==> src/rtl/core/pcj_pkg.sv <==
package pcj_pkg;

    // Result codes as seen on result_kind
    typedef enum logic [1:0] {
        KIND_POINT  = 2'd0,
        KIND_OK     = 2'd1,
        KIND_REJECT = 2'd2
    } kind_t;

    // One assembled point: x, y, z and intensity float32 words, x lowest
    localparam int POINT_W = 128;

    // What one input byte leaves for the back end: an optional reject of an
    // abandoned frame, an optional point, and an optional closing status.
    // At most two of them are ever set at once, and the second is the tail.
    typedef struct packed {
        logic                 lead_reject;
        logic                 point_valid;
        logic                 tail_valid;
        kind_t                tail_kind;
        logic [POINT_W-1:0]   point;
    } entry_t;

endpackage

==> src/rtl/core/pcj_front.sv <==
module pcj_front #(
    parameter int LENGTH_BITS = 20
) (
    input  logic             clk,
    input  logic             rst_n,
    input  logic             in_valid,
    output logic             in_ready,
    input  logic [7:0]       data_byte,
    input  logic             first_byte,
    input  logic [19:0]      frame_length,
    input  logic             full,
    output logic             push,
    output pcj_pkg::entry_t  entry
);
    import pcj_pkg::*;

    localparam int HEADER_BYTES = 12;
    localparam int COUNT_FIRST  = 8;
    localparam int POS_LAST     = 15;

    typedef enum logic [2:0] {
        PH_IDLE   = 3'b001,
        PH_HEADER = 3'b010,
        PH_POINTS = 3'b100
    } phase_t;

    phase_t                   phase_reg, phase_next, cur_phase;
    logic [3:0]               pos_reg, pos_next, cur_pos;
    logic [LENGTH_BITS-1:0]   length_reg, length_next, cur_len, len_sel, body_len;
    logic [31:0]              count_reg, count_next, cur_count, len_wide;
    logic [POINT_W-1:0]       bytes_reg, bytes_next;
    logic                     accept;

    assign in_ready = !full;
    assign accept   = in_valid && in_ready;
    assign len_wide = 32'(frame_length);
    assign len_sel  = len_wide[LENGTH_BITS-1:0];
    assign body_len = cur_len - LENGTH_BITS'(HEADER_BYTES);

    // Frame walk: header count, then 16-byte points
    always_comb
    begin
        phase_next  = phase_reg;
        pos_next    = pos_reg;
        length_next = length_reg;
        count_next  = count_reg;
        bytes_next  = bytes_reg;
        cur_phase   = phase_reg;
        cur_pos     = pos_reg;
        cur_count   = count_reg;
        cur_len     = length_reg;
        entry       = '0;
        entry.tail_kind = KIND_OK;

        if (accept)
        begin
            if (first_byte)
            begin
                // a frame still open is closed as rejected
                entry.lead_reject = (phase_reg != PH_IDLE);
                length_next = len_sel;
                cur_len     = len_sel;
                cur_pos     = '0;
                cur_count   = '0;
                pos_next    = '0;
                count_next  = '0;
                if (len_sel < LENGTH_BITS'(HEADER_BYTES))
                begin
                    cur_phase        = PH_IDLE;
                    phase_next       = PH_IDLE;
                    entry.tail_valid = 1'b1;
                    entry.tail_kind  = KIND_REJECT;
                end
                else
                begin
                    cur_phase  = PH_HEADER;
                    phase_next = PH_HEADER;
                end
            end

            case (cur_phase)
                PH_HEADER:
                begin
                    pos_next = cur_pos + 4'd1;
                    if (cur_pos >= 4'(COUNT_FIRST))
                        count_next = cur_count | (32'(data_byte) << {cur_pos[1:0], 3'b000});
                    if (cur_pos == 4'(HEADER_BYTES - 1))
                    begin
                        pos_next = '0;
                        // count*16 > length-12  <=>  count > (length-12)/16
                        if (count_next > 32'(body_len >> 4))
                        begin
                            phase_next       = PH_IDLE;
                            entry.tail_valid = 1'b1;
                            entry.tail_kind  = KIND_REJECT;
                        end
                        else if (count_next == 32'd0)
                        begin
                            phase_next       = PH_IDLE;
                            entry.tail_valid = 1'b1;
                            entry.tail_kind  = KIND_OK;
                        end
                        else
                        begin
                            phase_next = PH_POINTS;
                        end
                    end
                end
                PH_POINTS:
                begin
                    // little endian: shift in from the top, byte 0 ends lowest
                    bytes_next = {data_byte, bytes_reg[POINT_W-1:8]};
                    pos_next   = cur_pos + 4'd1;
                    if (cur_pos == 4'(POS_LAST))
                    begin
                        count_next  = cur_count - 32'd1;
                        entry.point = bytes_next;
                        // drop Inf/NaN coordinates
                        entry.point_valid = (bytes_next[30:23] != 8'hFF)
                                         && (bytes_next[62:55] != 8'hFF)
                                         && (bytes_next[94:87] != 8'hFF);
                        if (cur_count == 32'd1)
                        begin
                            phase_next       = PH_IDLE;
                            entry.tail_valid = 1'b1;
                            entry.tail_kind  = KIND_OK;
                        end
                    end
                end
                default:
                begin
                end
            endcase
        end
    end

    assign push = accept && (entry.lead_reject || entry.point_valid || entry.tail_valid);

    always_ff @(posedge clk or negedge rst_n)
    begin
        if (!rst_n)
        begin
            phase_reg  <= PH_IDLE;
            pos_reg    <= '0;
            length_reg <= '0;
            count_reg  <= '0;
            bytes_reg  <= '0;
        end
        else
        begin
            phase_reg  <= phase_next;
            pos_reg    <= pos_next;
            length_reg <= length_next;
            count_reg  <= count_next;
            bytes_reg  <= bytes_next;
        end
    end

    a_points_have_count: assert property (@(posedge clk) disable iff (!rst_n)
        phase_reg == PH_POINTS |-> count_reg != 32'd0)
        else $error("points phase with zero points left");

    a_header_pos: assert property (@(posedge clk) disable iff (!rst_n)
        phase_reg == PH_HEADER |-> pos_reg < 4'(HEADER_BYTES))
        else $error("header position past count field");

    a_abandon_reject: assert property (@(posedge clk) disable iff (!rst_n)
        (accept && first_byte && phase_reg != PH_IDLE) |-> (push && entry.lead_reject))
        else $error("abandoned frame not rejected");

endmodule

==> src/rtl/core/pcj_queue.sv <==
module pcj_queue #(
    parameter int DEPTH = 4
) (
    input  logic             clk,
    input  logic             rst_n,
    input  logic             push,
    input  pcj_pkg::entry_t  push_entry,
    output logic             full,
    input  logic             pop,
    output logic             head_valid,
    output pcj_pkg::entry_t  head_entry
);
    import pcj_pkg::*;

    localparam int PTR_W = (DEPTH > 1) ? $clog2(DEPTH) : 1;
    localparam int CNT_W = $clog2(DEPTH + 1);

    entry_t              slot_reg [DEPTH];
    logic [PTR_W-1:0]    wr_ptr_reg, wr_ptr_next, rd_ptr_reg, rd_ptr_next;
    logic [CNT_W-1:0]    count_reg, count_next;

    assign head_valid = (count_reg != '0);
    assign full       = (count_reg == CNT_W'(DEPTH));
    assign head_entry = slot_reg[rd_ptr_reg];

    // Pointer and fill bookkeeping
    always_comb
    begin
        wr_ptr_next = wr_ptr_reg;
        rd_ptr_next = rd_ptr_reg;
        count_next  = count_reg;
        if (push)
            wr_ptr_next = (wr_ptr_reg == PTR_W'(DEPTH - 1)) ? '0 : wr_ptr_reg + PTR_W'(1);
        if (pop)
            rd_ptr_next = (rd_ptr_reg == PTR_W'(DEPTH - 1)) ? '0 : rd_ptr_reg + PTR_W'(1);
        case ({push, pop})
            2'b10:   count_next = count_reg + CNT_W'(1);
            2'b01:   count_next = count_reg - CNT_W'(1);
            default: count_next = count_reg;
        endcase
    end

    always_ff @(posedge clk or negedge rst_n)
    begin
        if (!rst_n)
        begin
            wr_ptr_reg <= '0;
            rd_ptr_reg <= '0;
            count_reg  <= '0;
        end
        else
        begin
            wr_ptr_reg <= wr_ptr_next;
            rd_ptr_reg <= rd_ptr_next;
            count_reg  <= count_next;
        end
    end

    always_ff @(posedge clk)
    begin
        if (push)
            slot_reg[wr_ptr_reg] <= push_entry;
    end

endmodule

==> src/rtl/core/pcj_back.sv <==
module pcj_back (
    input  logic             clk,
    input  logic             rst_n,
    input  logic             head_valid,
    input  pcj_pkg::entry_t  head_entry,
    output logic             pop,
    output logic             out_valid,
    input  logic             out_ready,
    output logic [1:0]       result_kind,
    output logic [31:0]      x_bits,
    output logic [31:0]      y_bits,
    output logic [31:0]      z_bits,
    output logic [7:0]       red,
    output logic [7:0]       green,
    output logic [7:0]       blue
);
    import pcj_pkg::*;

    // 8.16 fixed point: 255.0 and the jet break points
    localparam logic [23:0] FIX_MAX    = 24'd16711680;
    localparam logic [23:0] BRK1       = 24'd4177920;
    localparam logic [23:0] BRK2       = 24'd8355840;
    localparam logic [23:0] BRK3       = 24'd12533760;
    localparam logic [30:0] BLUE_SCALE = 31'd508;

    logic          second_reg, second_next;
    logic          two_results, issue;
    logic          out_load, s2_open, s2_move, s1_open, s1_move;

    // issue stage
    kind_t         iss_kind;
    logic          iss_point;
    logic [95:0]   iss_xyz;
    logic [31:0]   ib;
    logic [7:0]    ib_exp, shamt;
    logic [23:0]   mant, fx_next;
    logic          nan_next;

    // stage 1: fixed point intensity
    logic          s1_valid_reg, s1_point_reg, s1_nan_reg;
    kind_t         s1_kind_reg;
    logic [95:0]   s1_xyz_reg;
    logic [23:0]   s1_fx_reg;

    // stage 2: segment and offset
    logic          s2_valid_reg, s2_point_reg, s2_nan_reg;
    kind_t         s2_kind_reg;
    logic [95:0]   s2_xyz_reg;
    logic [1:0]    s2_seg_reg, seg_next;
    logic [21:0]   s2_d_reg, d_next;

    // colour
    logic [30:0]   blue_prod;
    logic [14:0]   blue_q;
    logic [16:0]   blue_div;
    logic [24:0]   ceil_sum;
    logic [7:0]    floor4, ceil4;
    logic [7:0]    red_next, green_next, blue_next;

    // output register
    logic          out_valid_reg;
    kind_t         kind_reg;
    logic [95:0]   xyz_reg;
    logic [7:0]    red_reg, green_reg, blue_reg;

    // Stage enables
    assign out_load = !out_valid_reg || out_ready;
    assign s2_move  = s2_valid_reg && out_load;
    assign s2_open  = !s2_valid_reg || out_load;
    assign s1_move  = s1_valid_reg && s2_open;
    assign s1_open  = !s1_valid_reg || s2_open;
    assign issue    = head_valid && s1_open;

    // Unpack a queue entry into one or two results; the second is the tail
    assign two_results = (head_entry.lead_reject || head_entry.point_valid)
                      && head_entry.tail_valid;
    assign pop         = issue && (second_reg || !two_results);
    assign second_next = issue ? (!second_reg && two_results) : second_reg;

    always_comb
    begin
        if (second_reg)
        begin
            iss_kind  = head_entry.tail_kind;
            iss_point = 1'b0;
        end
        else if (head_entry.lead_reject)
        begin
            iss_kind  = KIND_REJECT;
            iss_point = 1'b0;
        end
        else if (head_entry.point_valid)
        begin
            iss_kind  = KIND_POINT;
            iss_point = 1'b1;
        end
        else
        begin
            iss_kind  = head_entry.tail_kind;
            iss_point = 1'b0;
        end
    end

    assign iss_xyz = iss_point ? head_entry.point[95:0] : 96'd0;

    // Intensity float32 to unsigned 8.16, truncating and clamped to 255.0
    assign ib       = head_entry.point[127:96];
    assign ib_exp   = ib[30:23];
    assign mant     = {1'b1, ib[22:0]};
    assign nan_next = (ib_exp == 8'hFF) && (ib[22:0] != 23'd0);
    assign shamt    = 8'd134 - ib_exp;

    always_comb
    begin
        if (ib[31] || ib_exp == 8'd0)
            fx_next = '0;
        else if (ib_exp >= 8'd135)
            fx_next = FIX_MAX;
        else if (shamt >= 8'd24)
            fx_next = '0;
        else
            fx_next = mant >> shamt[4:0];
        if (fx_next > FIX_MAX)
            fx_next = FIX_MAX;
    end

    // Segment select and offset from segment base
    always_comb
    begin
        if (s1_fx_reg < BRK1)
        begin
            seg_next = 2'd0;
            d_next   = 22'(s1_fx_reg);
        end
        else if (s1_fx_reg < BRK2)
        begin
            seg_next = 2'd1;
            d_next   = 22'(s1_fx_reg - BRK1);
        end
        else if (s1_fx_reg < BRK3)
        begin
            seg_next = 2'd2;
            d_next   = 22'(s1_fx_reg - BRK2);
        end
        else
        begin
            seg_next = 2'd3;
            d_next   = 22'(s1_fx_reg - BRK3);
        end
    end

    // Jet colour; blue ramp is floor(d*508/2^16) / 255 by reciprocal add
    assign blue_prod = 31'(s2_d_reg) * BLUE_SCALE;
    assign blue_q    = blue_prod[30:16];
    assign blue_div  = (17'(blue_q) + 17'd1 + 17'(blue_q >> 8)) >> 8;
    assign ceil_sum  = 25'({s2_d_reg, 2'b00}) + 25'd65535;
    assign ceil4     = ceil_sum[23:16];
    assign floor4    = s2_d_reg[21:14];

    always_comb
    begin
        red_next   = '0;
        green_next = '0;
        blue_next  = '0;
        if (s2_point_reg)
        begin
            if (s2_nan_reg)
            begin
                red_next = 8'd255;
            end
            else
            begin
                case (s2_seg_reg)
                    2'd0:
                    begin
                        green_next = floor4;
                        blue_next  = 8'd128 + blue_div[7:0];
                    end
                    2'd1:
                    begin
                        green_next = 8'd255;
                        blue_next  = 8'd255 - ceil4;
                    end
                    2'd2:
                    begin
                        red_next   = floor4;
                        green_next = 8'd255;
                    end
                    default:
                    begin
                        red_next   = 8'd255;
                        green_next = 8'd255 - ceil4;
                    end
                endcase
            end
        end
    end

    // Control state
    always_ff @(posedge clk or negedge rst_n)
    begin
        if (!rst_n)
        begin
            second_reg    <= 1'b0;
            s1_valid_reg  <= 1'b0;
            s2_valid_reg  <= 1'b0;
            out_valid_reg <= 1'b0;
        end
        else
        begin
            second_reg <= second_next;
            if (s1_open)
                s1_valid_reg <= issue;
            if (s2_open)
                s2_valid_reg <= s1_valid_reg;
            if (out_load)
                out_valid_reg <= s2_valid_reg;
        end
    end

    // Payload stages
    always_ff @(posedge clk)
    begin
        if (issue)
        begin
            s1_kind_reg  <= iss_kind;
            s1_point_reg <= iss_point;
            s1_xyz_reg   <= iss_xyz;
            s1_nan_reg   <= nan_next;
            s1_fx_reg    <= fx_next;
        end
        if (s1_move)
        begin
            s2_kind_reg  <= s1_kind_reg;
            s2_point_reg <= s1_point_reg;
            s2_xyz_reg   <= s1_xyz_reg;
            s2_nan_reg   <= s1_nan_reg;
            s2_seg_reg   <= seg_next;
            s2_d_reg     <= d_next;
        end
        if (s2_move)
        begin
            kind_reg  <= s2_kind_reg;
            xyz_reg   <= s2_xyz_reg;
            red_reg   <= red_next;
            green_reg <= green_next;
            blue_reg  <= blue_next;
        end
    end

    assign out_valid   = out_valid_reg;
    assign result_kind = kind_reg;
    assign x_bits      = xyz_reg[31:0];
    assign y_bits      = xyz_reg[63:32];
    assign z_bits      = xyz_reg[95:64];
    assign red         = red_reg;
    assign green       = green_reg;
    assign blue        = blue_reg;

    a_status_zero: assert property (@(posedge clk) disable iff (!rst_n)
        (out_valid_reg && kind_reg != KIND_POINT) |->
            (red_reg == 8'd0 && green_reg == 8'd0 && blue_reg == 8'd0 && xyz_reg == 96'd0))
        else $error("status beat carries point data");

    a_second_has_head: assert property (@(posedge clk) disable iff (!rst_n)
        second_reg |-> head_valid)
        else $error("second result pending with empty queue");

    a_s1_holds: assert property (@(posedge clk) disable iff (!rst_n)
        (s1_valid_reg && !s2_open) |=> (s1_valid_reg && $stable(s1_kind_reg)
                                        && $stable(s1_fx_reg)))
        else $error("stage 1 lost its beat under stall");

endmodule

==> src/rtl/core/point_cloud_parser_jet_colour.sv <==
// Point-cloud frame parser with jet colouring. Bytes of a little-endian frame enter one
// per cycle on in_valid/in_ready, first_byte marking the start of a frame and frame_length
// sampled with it. Results leave on out_valid/out_ready: one beat per finite point (raw
// x/y/z bits plus jet colour from the intensity) and one status beat closing each frame
// (kind 1 ok, kind 2 rejected; all other fields zero). The front end takes one byte every
// cycle while its four-entry event queue has room; the back end drains one result per
// cycle unless out_ready stalls it, through a three-register pipeline (fixed-point
// conversion, segment select, colour), so a byte's first result is presented only after
// the queue slot and all three registers. A byte that yields two results (the last point
// with its finish beat, or an abandoned frame followed by a short one) is issued to the
// back end as two results in turn, the tail second, which the queue absorbs.
module point_cloud_parser_jet_colour #(
    parameter int LENGTH_BITS = 20
) (
    input  logic         clk,
    input  logic         rst_n,
    input  logic         in_valid,
    output logic         in_ready,
    input  logic [7:0]   data_byte,
    input  logic         first_byte,
    input  logic [19:0]  frame_length,
    output logic         out_valid,
    input  logic         out_ready,
    output logic [1:0]   result_kind,
    output logic [31:0]  x_bits,
    output logic [31:0]  y_bits,
    output logic [31:0]  z_bits,
    output logic [7:0]   red,
    output logic [7:0]   green,
    output logic [7:0]   blue
);
    import pcj_pkg::*;

    logic    q_full, q_push, q_pop, q_head_valid;
    entry_t  q_push_entry, q_head_entry;

    pcj_front #(
        .LENGTH_BITS (LENGTH_BITS)
    ) u_front (
        .clk          (clk),
        .rst_n        (rst_n),
        .in_valid     (in_valid),
        .in_ready     (in_ready),
        .data_byte    (data_byte),
        .first_byte   (first_byte),
        .frame_length (frame_length),
        .full         (q_full),
        .push         (q_push),
        .entry        (q_push_entry)
    );

    pcj_queue u_queue (
        .clk        (clk),
        .rst_n      (rst_n),
        .push       (q_push),
        .push_entry (q_push_entry),
        .full       (q_full),
        .pop        (q_pop),
        .head_valid (q_head_valid),
        .head_entry (q_head_entry)
    );

    pcj_back u_back (
        .clk         (clk),
        .rst_n       (rst_n),
        .head_valid  (q_head_valid),
        .head_entry  (q_head_entry),
        .pop         (q_pop),
        .out_valid   (out_valid),
        .out_ready   (out_ready),
        .result_kind (result_kind),
        .x_bits      (x_bits),
        .y_bits      (y_bits),
        .z_bits      (z_bits),
        .red         (red),
        .green       (green),
        .blue        (blue)
    );

endmodule
==> config.mk <==
export PLATFORM = sky130hd
export DESIGN_NAME = point_cloud_parser_jet_colour
export DESIGN_NICKNAME = d
export VERILOG_FILES = /design/src/rtl/core/pcj_pkg.sv /design/src/rtl/core/pcj_front.sv /design/src/rtl/core/pcj_queue.sv /design/src/rtl/core/pcj_back.sv /design/src/rtl/core/point_cloud_parser_jet_colour.sv
export SDC_FILE = /design/constraint.sdc
export NUM_CORES = 2
export LEC_CHECK = 0
export ABC_AREA = 0
export ABC_CLOCK_PERIOD_IN_PS = 11900
export BUFFER_PORTS_ARGS = -buffer_cell sky130_fd_sc_hd__buf_2
export CAP_MARGIN = 10
export CORE_MARGIN = 1
export CORE_UTILIZATION = 50
export DETAILED_ROUTE_END_ITERATION = 16
export PLACE_DENSITY_LB_ADDON = 0.3
export SLEW_MARGIN = 0
export SYNTH_ARGS = -nofsm -noshare
export SYNTH_HDL_FRONTEND = slang
export SYNTH_SLANG_ARGS = --single-unit
==> constraint.sdc <==
create_clock -name clk -period 11.9 [get_ports clk]
set_clock_uncertainty 0.2 [all_clocks]
set_input_delay 1.19 -clock clk [delete_from_list [all_inputs] [get_ports clk]]
set_output_delay 1.19 -clock clk [all_outputs]
set_load 0.05 [all_outputs]
# --- Yosys cells after proc, flatten, opt, wreduce, memory -nomap -nowiden ---
# Memory sizes are Yosys's and may differ from the RTL's.
# Cells that the tools add are included.
totals:
  regBits: 568
  latch_bits: 0
  ram_bits: 532
  rom_bits: 0
  output_inout_bits: 124
  mem_count: 1
memory_table:
  columns: ["memory", "words", "width", "read_ports", "rd_clocked_by_memory_dff", "wr", "line_no", "text"]
  rows:
  - ["u_queue.slot_reg", 4, 133, 1, 0, 1, "pcj_queue.sv:18", "entry_t slot_reg [DEPTH];"]
op_classes:
  n_addsub: 16
  multipliers: 1
  n_div: 0
  order_cmp: 9
  eq_ne: 17
  n_shift: 2
  mux: 57
  n_bitwise: 2
  n_reduce_logical: 36
ops:
  columns: ["cell", "count"]
  rows:
  - ["32-bit two-way mux", 6]
  - ["133-bit two-way mux", 1]
  - ["132-bit two-way mux", 1]
  - ["128-bit two-way mux", 1]
  - ["24-bit two-way mux", 3]
  - ["22-bit two-way mux", 3]
  - ["22-bit subtractor (second input constant)", 3]
  - ["32-bit one-hot mux with 2 select lines", 1]
  - ["8-bit one-hot mux with 2 select lines", 3]
  - ["20-bit two-way mux", 2]
  - ["3-bit two-way mux", 13]
  - ["32-bit by 1-bit == test with 1-bit output (second input constant)", 1]
  - ["32-bit by 16-bit greater-than comparator with 1-bit output", 1]
  - ["32-bit zero test", 1]
  - ["32-bit OR", 1]
  - ["8-bit by 5-bit << shifter with 32-bit output", 1]
  - ["32-bit by 1-bit subtractor with 32-bit output (second input constant)", 1]
  - ["22-bit by 7-bit multiplier with 29-bit output (second input constant)", 1]
  - ["24-bit by 16-bit adder with 24-bit output (second input constant)", 1]
  - ["24-bit greater-than comparator (second input constant)", 1]
  - ["24-bit by 22-bit < comparator with 1-bit output (second input constant)", 1]
  - ["24-bit by 23-bit < comparator with 1-bit output (second input constant)", 1]
  - ["24-bit < comparator (second input constant)", 1]
  - ["8-bit != test (second input constant)", 3]
  - ["other kinds (38)", 88]

# --- Logic depth before layout (Yosys ltp) ---
depth:
  word_depth: 20
  mapped_depth: 29
  ltp_nobuf: 27

# --- Cells and area by module ---
# A second synthesis with hierarchy kept.
hier_totals:
  cells_unflattened: 3302
  area_unflattened_um2: 48183.7
by_module_without_submodules:
  columns: ["mod", "n_inst", "cells_per_inst", "area_per_inst_um2", "seq_area_each_um2"]
  rows:
  - ["pcj_queue", 1, 730, 19567.5, 16150.5]
  - ["pcj_back", 1, 1300, 18456.5, 11210.8]
  - ["pcj_front", 1, 1272, 10159.7, 4430.5]

# --- Worst setup path before layout ---
# Ideal clock, no wire load.
synth_timing:
  path_kind: "input -> register"
  startpoint: "in out_ready"
  endpoint: "reg u_queue.count_reg[2]"
  arrival_time_ns: 9.439
  t_required_ns: 11.621
  setup_slack_ns: 2.182
  stages: 11
  n_path_buf: 0
  path_cell_list: "nand2b_1 nor2_1 a21oi_1 nand2_1 inv_1 ha_1 inv_1 fa_1 xor2_1 nor2_1 xor2_1"
synth_between:
  elab_chain_cells: 7
  word_cells_on_any_way: 9
  cone_classes: "eq/ne (2); mux (1); reduce/logical (6)"
synth_rtl:
  columns: ["item", "line_no", "text"]
  rows:
  - ["start, declared", "point_cloud_parser_jet_colour.sv:23", "input logic out_ready,"]
  - ["1-bit logical OR *", "pcj_back.sv:67", "assign out_load = !out_valid_reg || out_ready;"]
  - ["1-bit logical OR *", "pcj_back.sv:69", "assign s2_open = !s2_valid_reg || out_load;"]
  - ["1-bit logical OR *", "pcj_back.sv:71", "assign s1_open = !s1_valid_reg || s2_open;"]
  - ["1-bit logical AND *", "pcj_back.sv:72", "assign issue = head_valid && s1_open;"]
  - ["via u_back.issue", "pcj_back.sv:27", "logic two_results, issue;"]
  - ["1-bit logical AND *", "pcj_back.sv:77", "assign pop = issue && (second_reg || !two_results);"]
  - ["via q_pop", "point_cloud_parser_jet_colour.sv:34", "logic q_full, q_push, q_pop, q_head_valid;"]
  - ["2-bit by 1-bit == test with 1-bit output or 2-bit == test (tied branches)", "pcj_queue.sv:36", "case ({push, pop})"]
  - ["3-bit one-hot mux with 2 select lines or 2-bit nonzero test (tied branches)", null, null]
  - ["end signal, assigned", "pcj_queue.sv:55", "count_reg <= count_next;"]
  - ["end, declared", "pcj_queue.sv:20", "logic [CNT_W-1:0] count_reg, count_next;"]
# The timed path passes the listed nets; every way through them passes the cells marked *.
# A chain may end at the register's enable or synchronous reset.

# --- Final worst setup path ---
layout_timing:
  startpoint: "reg u_back.s2_d_reg[14]"
  endpoint: "reg u_back.blue_reg[3] (netlist: u_back.blue[3]), data pin"
layout_between:
  elab_chain_cells: 5
  word_cells_on_any_way: 7
  cone_classes: "add/sub (5); mul (1); mux (1)"
layout_rtl:
  columns: ["item", "line_no", "text"]
  rows:
  - ["start, declared", "pcj_back.sv:50", "logic [21:0] s2_d_reg, d_next;"]
  - ["start signal, assigned", "pcj_back.sv:239", "s2_d_reg <= d_next;"]
  - ["22-bit by 7-bit multiplier with 29-bit output", "pcj_back.sv:153", "assign blue_prod = 31'(s2_d_reg) * BLUE_SCALE;"]
  - ["15-bit by 1-bit adder with 16-bit output", "pcj_back.sv:155", "assign blue_div = (17'(blue_q) + 17'd1 + 17'(blue_q >> 8)) >> 8;"]
  - ["16-bit by 7-bit adder with 16-bit output", "pcj_back.sv:155", null]
  - ["8-bit adder", "pcj_back.sv:177", "blue_next = 8'd128 + blue_div[7:0];"]
  - ["8-bit one-hot mux with 2 select lines *", "pcj_back.sv:173", "case (s2_seg_reg)"]
  - ["end signal, assigned", "pcj_back.sv:247", "blue_reg <= blue_next;"]
  - ["end, declared", "pcj_back.sv:64", "logic [7:0] red_reg, green_reg, blue_reg;"]
# Every way passes the cells marked *; elsewhere a longest branch is shown, timed or not.

==> impl_results.md <==
* Die X at 311.0 um
* CTS sink cnt at 1090
* Antenna Cells at 0
* # resized after CTS at 0
* Worst Path Required at 12.08 ns
* Worst path cell trace: inv_1 -> fa_1 -> fa_1 -> fa_1 -> fa_1 -> inv_1 -> ha_1 -> and2_4 -> a21o_1 -> or2_4 -> nor3_1 -> o21ai_1 -> a21oi_1 -> xnor2_1 -> inv_1 -> ha_1 -> and2_1 -> nand3_1 -> a2111oi_0 -> nor3_1 -> mux2i_1 -> nand3_1
* 1st-iter DRT viols at 1831
* Clk slew on worst S/H paths at 0.06 ns
* Vias at 25910
* Routed wl met2 at 48630 um
* Register area share after synthesis at 0.6661
* Crit-path slowest cell: a2111oi_0
* Main area contributors after synthesis: edfxtp_1 57%, dfrtp_1 9.8%, mux4_2 6.3%
* Setup crit end kind: flip-flop
* All-Layer GR Usage at 0.1984
* Largest net degree at the start of global routing at 134
* Worst-path maximum fanout at 10
* Core Area at 93890 um^2
* Most frequent cells in the layout: 902 x edfxtp_1, 185 x dfrtp_1, 160 x nor2_1, 159 x inv_1, 153 x buf_2
* Post-synth ARST share at 0.1725
* Dpl hpwl at 60430 um
* Post-CTS Hold Fix Bufs at 0
* Drc violations at 0
* Synth Cell Area at 47730 um^2
* Post-synthesis register bit count at 1090
* Fin nets at 3451
* Grt ovf at 0
* Min-delay src: u_back.s1_fx_reg[9]
* H-tree Lvls at 3
* Period utilization at 0.6309
* Main synth FF type: edfxtp_1
* DR WL/cell at 20.89 um
* Metal3 WL at 4388 um
* FF-to-FF Start: u_back.s2_d_reg[14]
* Worst slew margin at 0.2127
* Fmax at 133.2 MHz
* Avg Vias per Cell at 5.657
* Post-synth EDFFs at 902
* Top sig layer: met5
* Endpoints failing setup at 0
* Initial antenna violation count at 1
* Total Routed Length at 95690 um
* Buf/Inv on CP at 3
* Row count at 112
* Pre-Repair DR Iteration Count at 6
* Global-route wire length before repair at 150900 um
* Max-slew violations at 0
* Crit path from: u_back.s2_d_reg[14]
* Yosys top cell area share at 0.5675
* CP peak stage delay at 0.97 ns
* Clock root buffer: clkbuf_16
* Clock Path Buffers at 3
* Commonest non-fill, non-tap cell in the layout: edfxtp_1
* Initial core utilization at 0.5084
* Yosys cell types at 88
* Max Cap Viol at 0
* Final TNS setup at 0 ns
* DRT met1 WL at 41070 um
* RSZ-0062 raised after global routing: false
* Post-CTS Repair Setup Buffers at 0
* Share of cells above drive strength 1 at 0.2026
* Syn Nets at 3289
* Syn Area/Cell at 15.54 um^2
* CTS tree: yes
* Area growth syn-to-layout at 12.44%
* Yosys warnings at 0
* Status: finished, final reports clean
* Yosys top cell by area: edfxtp_1
* Critical Path AT at 7.69 ns
* Clk_lat worst skew at 0.68 ns
* Die Height at 311.0 um
* Die ar. at 96700 um^2
* Post-Synthesis Cells at 3071
* Tmin final at 7.507 ns
* Most frequent CP cell: fa_1
* Vias in the first global route at 26760
* Top Family by Delay on Critical Path: adder cells
* Critical Path Source Type: flip-flop
* Routed Antenna Nets at 0
* Worst-Margin Slew at 1.177 ns
* Critical path type: flip-flop to flip-flop
* Number of flip-flops in the largest register at 532
* I/O Buffers at 154
* Path category of the worst min-delay check: flip-flop to flip-flop
* Io pins at 157
* Final hold violation count at 0
* TritonCTS buffer count at 106
* Gp weighted congestion at 0.8984
per-stage QoR:
| step | worst slack [ns] | utilization | hold WS (ns) | area, um^2 | cells |
|---|---|---|---|---|---|
| floorplan | 2.182 | - | 0.2003 | 47730 | 3071 |
| global placement | 3.931 | 0.5311 | 0.2013 | 49860 | 4377 |
| detailed placement | 3.898 | 0.5311 | 0.2045 | 49860 | 4377 |
| CTS | 4.322 | 0.5713 | 0.2108 | 53640 | 4578 |
| global route | 3.852 | 0.5716 | 0.2188 | 53670 | 4580 |
| finish | 4.393 | 0.5716 | 0.2107 | 53670 | 4580 |
logic make-up after synthesis:
kind of cell / synth area share
DFF: 0.6661
xor gates and xnor gates: 0.01046
AOI/OAI and AO/OA: 0.04973
and+or+nand+nor: 0.08320
adders and majority gates: 0.06092
buffers and inverters: 0.02378
muxes: 0.1059
area by class of cell:
class | count | area [um^2]
repair buffers | 185 | 1062
inverters | 159 | 596.8
well taps | 1254 | 1569
flip-flops and latches | 1090 | 31800
clock inverters | 58 | 798.3
clock buffers | 143 | 2977
fillers | 7267 | 40220
multi-input cells | 1691 | 14870
path summary, 6_finish.rpt:
path                            cells past startpoint  slack [ns]               endpoint
worst max register to register                     22        4.39         u_back.blue[3]
min in group asynchronous                           1        0.32  u_front.count_reg[18]
worst min register to register                      0        0.21     u_back.s2_d_reg[9]
max in group asynchronous                           3        8.89  u_queue.rd_ptr_reg[0]
worst min-delay path                                0        0.21     u_back.s2_d_reg[9]
worst max-delay path                               22        4.39         u_back.blue[3]
layer usage:
metal	GRT usage	vias to the layer above
met5	0	-
met4	0.04635	2
met3	0.02933	145
met2	0.3435	673
met1	0.2650	13260
li1	-	11830
synth_stat cells (all sizes together), types with 5 or more instances:
library cell	count
edfxtp	902
dfrtp	187
nor2	161
inv	159
mux2	148
and2	142
nand2	134
mux4	133
a21oi	132
nor2b	111
clkbuf	108
ha	106
o21ai	89
fa	79
nor3	43
mux2i	39
xnor2	38
nand3	30
nor4	27
buf	23
nand4	23
xor2	19
o211ai	17
a211oi	15
and3	15
a21o	14
or3	14
a21boi	13
nand2b	12
o22ai	11
or2	11
o21a	10
a31oi	8
a221oi	7
o31a	7
a211o	6
nor3b	6
nor4b	6
a2111oi	5
a22oi	5
Power is not shown: default switching activity piles up to over one toggle a cycle in this logic, so the estimate is an artifact.
